$ cat config.mk
export PLATFORM = sky130hd
export DESIGN_NAME = adc_oversampling_scan_averager
export DESIGN_NICKNAME = d
export VERILOG_FILES = /design/src/hdl/aosa_pkg.sv /design/src/hdl/aosa_rr_pick.sv /design/src/hdl/adc_oversampling_scan_averager.sv
export SDC_FILE = /design/constraint.sdc
export NUM_CORES = 1
export LEC_CHECK = 0
export BUFFER_PORTS_ARGS = -buffer_cell sky130_fd_sc_hd__buf_2
export CAP_MARGIN = 5
export CORE_MARGIN = 2
export CORE_UTILIZATION = 50
export DETAILED_ROUTE_END_ITERATION = 10
export PLACE_DENSITY = 0.66
export SYNTH_ARGS = -nofsm -noshare
export SYNTH_HDL_FRONTEND = slang
export SYNTH_SLANG_ARGS = --single-unit
$ cat constraint.sdc
create_clock -name clk -period 4.5 [get_ports clk]
set_clock_uncertainty 0.1 [all_clocks]
set_input_delay 0.225 -clock clk [delete_from_list [all_inputs] [get_ports clk]]
set_output_delay 0.225 -clock clk [all_outputs]
set_load 0.01 [all_outputs]
$ cat src/hdl/aosa_pkg.sv
`timescale 1ns / 1ps
// aosa_pkg: shared types and constants of the oversampling scan averager
// no dependencies; imported by aosa_rr_pick and adc_oversampling_scan_averager
package aosa_pkg;

  localparam int NUM_CHANNELS = 8;
  localparam int CH_W         = 3;
  localparam int SAMPLE_BITS  = 10;
  localparam int RATE_W       = 3;
  localparam int CNT_W        = 11;
  localparam int SUM_W        = 20;
  localparam int AVG_W        = 15;
  localparam int CFG_IDX_W    = 2;
  localparam int CFG_DATA_W   = 8;

  localparam logic [RATE_W-1:0] MAX_RATE = 3'd5;

  typedef enum logic [CFG_IDX_W-1:0] {
    CFG_SCAN_ENABLE  = 2'd0,
    CFG_CHANNEL_MASK = 2'd1,
    CFG_OVERSAMPLE   = 2'd2
  } cfg_idx_t;

  typedef enum logic {
    ACT_SAMPLE = 1'b0,
    ACT_READ   = 1'b1
  } action_t;

  typedef struct packed {
    logic                   action;
    logic [SAMPLE_BITS-1:0] sample;
    logic [CH_W-1:0]        read_channel;
  } in_t;

  typedef struct packed {
    logic                    done_res;
    logic [CH_W-1:0]         done_channel;
    logic [AVG_W-1:0]        average;
    logic [NUM_CHANNELS-1:0] ready_mask;
    logic [CH_W-1:0]         current_channel;
    logic [AVG_W-1:0]        read_value;
  } out_t;

endpackage

$ cat src/hdl/aosa_rr_pick.sv
`timescale 1ns / 1ps
// aosa_rr_pick: round-robin channel selection over the scan mask
// depends on aosa_pkg
module aosa_rr_pick (
  input  logic [aosa_pkg::NUM_CHANNELS-1:0] mask,
  input  logic [aosa_pkg::CH_W-1:0]         cur_chan,
  output logic [aosa_pkg::CH_W-1:0]         next_chan,
  output logic [aosa_pkg::CH_W-1:0]         low_chan
);
  import aosa_pkg::*;

  // next masked channel above cur_chan, wrapping; stays put if none other
  always_comb begin
    logic [CH_W-1:0] cand;
    next_chan = cur_chan;
    for (int i = NUM_CHANNELS - 1; i >= 1; i--) begin
      cand = cur_chan + CH_W'(i);
      if (mask[cand]) begin
        next_chan = cand;
      end
    end
  end

  // lowest masked channel, 0 for an empty mask
  always_comb begin
    low_chan = '0;
    for (int i = NUM_CHANNELS - 1; i >= 0; i--) begin
      if (mask[i]) begin
        low_chan = CH_W'(i);
      end
    end
  end

endmodule

$ cat src/hdl/adc_oversampling_scan_averager.sv
`timescale 1ns / 1ps
// adc_oversampling_scan_averager: top level of the oversampling scan averager
// depends on aosa_pkg and aosa_rr_pick
//
// Usage:
//   in_*  : one transfer per converter sample (action = sample) or per read
//           of a stored channel average (action = read).
//   out_* : exactly one result per input transfer, in order. It carries the
//           completion flag, channel and average, the ready mask, the channel
//           the multiplexer should sample next and the read value.
//   cfg_* : register writes (scan enable, channel mask, oversample rate),
//           always ready; issue them only while no results are pending.
//           Writing scan enable = 1 restarts the scan and clears the stores
//           of the masked channels in that same cycle.
// The result is valid in the cycle after the input transfer. Throughput is one
// item per cycle while the receiver does not stall: accumulate, threshold compare
// and next-channel pick all complete between the input and the result register.
// Reset (rst_n low, synchronous) clears state registers, sums, averages and flags;
// the result data register is not reset. When the receiver stalls, the result
// register holds and in_ready drops; a result taken in the same cycle lets a new item in.
module adc_oversampling_scan_averager (
  input  logic                              clk,
  input  logic                              rst_n,
  input  logic                              in_valid,
  output logic                              in_ready,
  input  aosa_pkg::in_t                     in_data,
  output logic                              out_valid,
  input  logic                              out_ready,
  output aosa_pkg::out_t                    out_data,
  input  logic                              cfg_valid,
  output logic                              cfg_ready,
  input  logic [aosa_pkg::CFG_IDX_W-1:0]    cfg_index,
  input  logic [aosa_pkg::CFG_DATA_W-1:0]   cfg_data
);
  import aosa_pkg::*;

  logic                    scan_en_r;
  logic [NUM_CHANNELS-1:0] mask_r;
  logic [RATE_W-1:0]       rate_r;
  logic [CH_W-1:0]         chan_r;
  logic [CNT_W-1:0]        count_r;
  logic [SUM_W-1:0]        sums_r [NUM_CHANNELS];
  logic [AVG_W-1:0]        avgs_r [NUM_CHANNELS];
  logic [NUM_CHANNELS-1:0] ready_r;
  logic                    out_valid_r;
  out_t                    out_data_r;

  logic              in_xfer;
  logic              cfg_xfer;
  logic              restart;
  logic              do_sample;
  logic [RATE_W-1:0] rate_eff;
  logic [CNT_W-1:0]  count_nxt;
  logic [CNT_W-1:0]  thresh;
  logic [SUM_W-1:0]  sum_nxt;
  logic [AVG_W-1:0]  avg;
  logic              done;
  logic [CH_W-1:0]   next_chan;
  logic [CH_W-1:0]   low_chan;
  out_t              res;

  aosa_rr_pick u_pick (
    .mask      (mask_r),
    .cur_chan  (chan_r),
    .next_chan (next_chan),
    .low_chan  (low_chan)
  );

  assign in_ready  = !out_valid_r || out_ready;
  assign in_xfer   = in_valid && in_ready;
  assign cfg_ready = 1'b1;
  assign cfg_xfer  = cfg_valid;
  assign restart   = cfg_xfer && (cfg_idx_t'(cfg_index) == CFG_SCAN_ENABLE) && cfg_data[0];
  assign out_valid = out_valid_r;
  assign out_data  = out_data_r;

  assign do_sample = in_xfer && (action_t'(in_data.action) == ACT_SAMPLE) && scan_en_r;
  assign rate_eff  = (rate_r > MAX_RATE) ? MAX_RATE : rate_r;
  assign count_nxt = count_r + CNT_W'(1);
  assign thresh    = CNT_W'(1) << {rate_eff, 1'b0};
  // the settling sample (count zero) is not summed
  assign sum_nxt   = (count_r != '0) ? sums_r[chan_r] + SUM_W'(in_data.sample)
                                     : sums_r[chan_r];
  assign avg       = AVG_W'(sum_nxt >> rate_eff);
  assign done      = count_nxt > thresh;

  always_comb begin
    res                 = '0;
    res.ready_mask      = ready_r;
    res.current_channel = chan_r;
    if (action_t'(in_data.action) == ACT_READ) begin
      if (mask_r[in_data.read_channel]) begin
        res.read_value = avgs_r[in_data.read_channel];
      end
    end else if (scan_en_r && done) begin
      res.done_res        = 1'b1;
      res.done_channel    = chan_r;
      res.average         = avg;
      res.ready_mask      = ready_r | (NUM_CHANNELS'(1) << chan_r);
      res.current_channel = next_chan;
    end
  end

  // configuration and scan state
  always_ff @(posedge clk) begin
    if (!rst_n) begin
      scan_en_r <= 1'b0;
      mask_r    <= '0;
      rate_r    <= '0;
      chan_r    <= '0;
      count_r   <= '0;
      ready_r   <= '0;
      for (int i = 0; i < NUM_CHANNELS; i++) begin
        sums_r[i] <= '0;
        avgs_r[i] <= '0;
      end
    end else if (cfg_xfer) begin
      unique case (cfg_idx_t'(cfg_index))
        CFG_SCAN_ENABLE:  scan_en_r <= cfg_data[0];
        CFG_CHANNEL_MASK: mask_r    <= cfg_data;
        CFG_OVERSAMPLE:   rate_r    <= cfg_data[RATE_W-1:0];
        default:          ;
      endcase
      if (restart) begin
        count_r <= '0;
        ready_r <= '0;
        chan_r  <= low_chan;
        for (int i = 0; i < NUM_CHANNELS; i++) begin
          if (mask_r[i]) begin
            sums_r[i] <= '0;
            avgs_r[i] <= '0;
          end
        end
      end
    end else if (do_sample) begin
      if (done) begin
        sums_r[chan_r] <= '0;
        avgs_r[chan_r] <= avg;
        count_r        <= '0;
        ready_r        <= res.ready_mask;
        chan_r         <= next_chan;
      end else begin
        sums_r[chan_r] <= sum_nxt;
        count_r        <= count_nxt;
      end
    end
  end

  // result register
  always_ff @(posedge clk) begin
    if (!rst_n) begin
      out_valid_r <= 1'b0;
    end else if (in_xfer) begin
      out_valid_r <= 1'b1;
    end else if (out_ready) begin
      out_valid_r <= 1'b0;
    end
  end

  always_ff @(posedge clk) begin
    if (in_xfer) begin
      out_data_r <= res;
    end
  end

endmodule
==> flow_summary.ini <==
[timing]
post-route-min-period_ps = 4430
tightest_slew_ps = 1010
hold_violations = 0
setup_viol = 0
slew_headroom_pct = 32.2
slew_violations = 0
max_freq_mhz = 226
layout_worst_path_cycle_share_pct = 98.5
fin_ws_ps = 65.6

[critical_path]
crit_required_ps = 4680
worstPathArrival_ps = 4620
crit_type = reg -> reg
crit_fanout = 7
crit_path_end_kind = flip-flop
startpoint_type = flip-flop

[place]
dp_slack_ps = -106
post-dp-hpwl_um = 29600
io_buffer_count = 75
gp_congestion = 0.887
placed_area_um2 = 19400

[yosys]
synth.net_count = 1562
yosysSeqAreaShare_pct = 57.6
yosysWarnings = 0
synth_top_cell_by_area = edfxtp_1
ys_seq_elements = 363
synth_area_leaders = edfxtp_1 (53%), mux4_2 (10%), nor2_1 (7.1%), dfxtp_1 (4.2%), mux2i_1 (2.9%)
syn_area_um2 = 18200
ys.flop_type = edfxtp_1
synth_top_area_share_pct = 53.5
synth_edf_count = 325
syn_area_per_cell_um2 = 12.1
yosysUniqueCellTypes = 82
synth_cells = 1503
async_flop_share_pct = 0

[clocking]
clockRootBuffer = clkbuf_16
clkLatencyLatePin_ps = 550
clockBufferDepth = 3
clk_pin_slew_ps = 60
htree_levels = 2
cts_buffers = 40
cts_sinks = 363
cts_tree = yes

[floorplan]
io_pins = 77
dieArea_um2 = 38000
die_h_um = 195
core_area_um2 = 35700
fp.dieW_um = 195
initial_core_util_pct = 51.1
row_count = 69

[detailed_routing]
drcViolationCount = 0
routed_wl_um = 46800
wire_per_inst_um = 22.0
via_count = 12609
first_iter_violations = 1083
post_drt_via_cell_ratio = 5.93
first_pass_iters = 5
final_antenna_net_count = 0

[pwr]
peakVddDrop_v = 0.000295
power_density_nw_per_um2 = 366
p_leak_uw = 0.00778

[run_status]
outcome = finished, final reports clean

[finish]
area_growth_pct = 15.6
diodes = 0
drive_gt1_share_pct = 23.4
fillerInstances = 2916
finalInstanceArea_um2 = 21100
nets = 1691

[grt]
track_usage_pct = 24.9
grt_pass1_vias = 12460
grt_pass1_wl_um = 72200
grt_overflow_total = 0
antenna_found_initial = 0
grt_max_degree = 48

[hold_path]
hp-class = in -> reg

[flow_run]
drv_cap = 0
## worst max-delay path, cell delays in order (launching register included)
cell and delay, ps:
dfxtp_4 410, buf_8 150, mux4_2 490, nand2_1 80, nand2_1 90, ha_1 210, inv_1 80, fa_2 210
nor2b_1 70, o2111a_2 290, o41a_1 460, o21ai_2 230, nand4b_1 240, xnor2_2 140, mux2i_1 130, a222oi_1 310
buf_4 190, clkdlybuf4s15_2 240, nor2_1 50
## layout make-up
class,instances,area [µm²],area share [%]
Sequential cell,363,10500,49.9
Multi-Input combinational cell,1000,7230,34.3
Timing Repair Buffer,196,1370,6.50
Clock buffer,46,1060,5.05
Tap cell,461,577,2.74
Clock inverter,28,205,0.973
Inverter,31,116,0.552
## Yosys cell counts, types with 11 or more instances
cell,number
a21boi_0,19
a21o_1,15
a21oi_1,39
and2_1,11
buf_1,12
buf_2,17
clkbuf_1,66
dfxtp_1,38
edfxtp_1,325
ha_1,29
inv_1,28
mux2i_1,52
mux4_2,81
nand2_1,103
nand2_2,11
nand2b_1,13
nand3_1,35
nor2_1,346
nor2b_1,17
nor3_1,26
o21ai_0,30
xnor2_1,16
## registers in the layout, summed over array words and instances (netlist names), named ones only
name       count
sums_r       160
avgs_r       120
out_data      45
count_r       11
mask_r         8
ready_r        8
chan_r         3
rate_r         3
out_valid      1
scan_en_r      1
## layer usage
metal / GRT usage (%) / vias up / routed length, µm
met4: 6.73 / 0 / 1110
met3: 3.83 / 78 / 3230
met1: 33.4 / 6299 / 19500
met2: 42.4 / 487 / 23000
li1: - / 5745 / -
met5: 0 / - / 0
## path summary, 6_finish.rpt
kind | start | endpoint | slack (ps) | depth (start not counted)
max | flip-flop | avgs_r[3][14] | 70 | 18
min | cfg_index[0] | scan_en_r | 70 | 3
max reg2reg | flip-flop | avgs_r[3][14] | 70 | 18
min reg2reg | ready_r[4] | ready_r[4] | 370 | 1
## repair_timing
action,CTS,global route
endpoints found under the setup margin,28,82
pin swaps,0,2
cloned,0,1
resized for setup,1,20
buffers inserted,0,15
hold endpoints to repair,15,0
hold buffers,20,0
## logic make-up (layout without fill, tap and decap cells)
kind of cell / after synthesis / after routing / share of synthesized area (%)
XOR/XNOR: 22 / 22 / 1.06
adder cells (fa/ha/maj): 30 / 30 / 2.10
flip-flops: 363 / 363 / 57.6
AND/OR/NAND/NOR: 630 / 630 / 15.7
buffers and inverters: 140 / 301 / 3.41
AO/OA/AOI/OAI: 177 / 177 / 6.77
other: 1 / 1 / 0.0205
multiplexers: 140 / 140 / 13.3
## cell usage in the layout, fill, tap and decap left out, drive strengths merged, types with 3 or more instances in the layout
cell and count:
xnor2 16, ha 29, dfxtp 38, mux4 81, nand2 114, or4 3, nor3 30, a21boi 19
o21bai 4, mux2 6, nor2b 17, and3 8, and3b 9, inv 30, or3 5, xor2 6
nand3 40, and2 11, a21o 15, or2 6, nor2 347, clkinvlp 6, a32o 5, edfxtp 325
nand4 11, a21oi 44, o21ai 37, nand3b 3, clkinv 21, a31oi 10, a211oi 7, o31ai 3
nand4b 6, a22oi 8, buf 175, mux2i 53, clkbuf 46, nand2b 13, dlygate4sd3 20
## report_power, final
part / internal [µW] / switching, µW / total, µW
clock: 1820 / 1350 / 3170
combinational: 285 / 438 / 723
sequential: 3770 / 42.1 / 3810
## stage by stage
step	setup TNS [ps]	total power (µW)	utilization [%]	cells	hold slack [ps]
final	0	7710	59.0	2125	65.2
after global routing	-761	7950	59.0	2125	134
after CTS	0	7730	58.4	2109	45.7
after detailed placement	-1180	4570	54.3	2015	358
after global placement	-845	4560	54.3	2015	351
after floorplan	0	4320	-	1503	264
(Power assumes the default switching activity.)
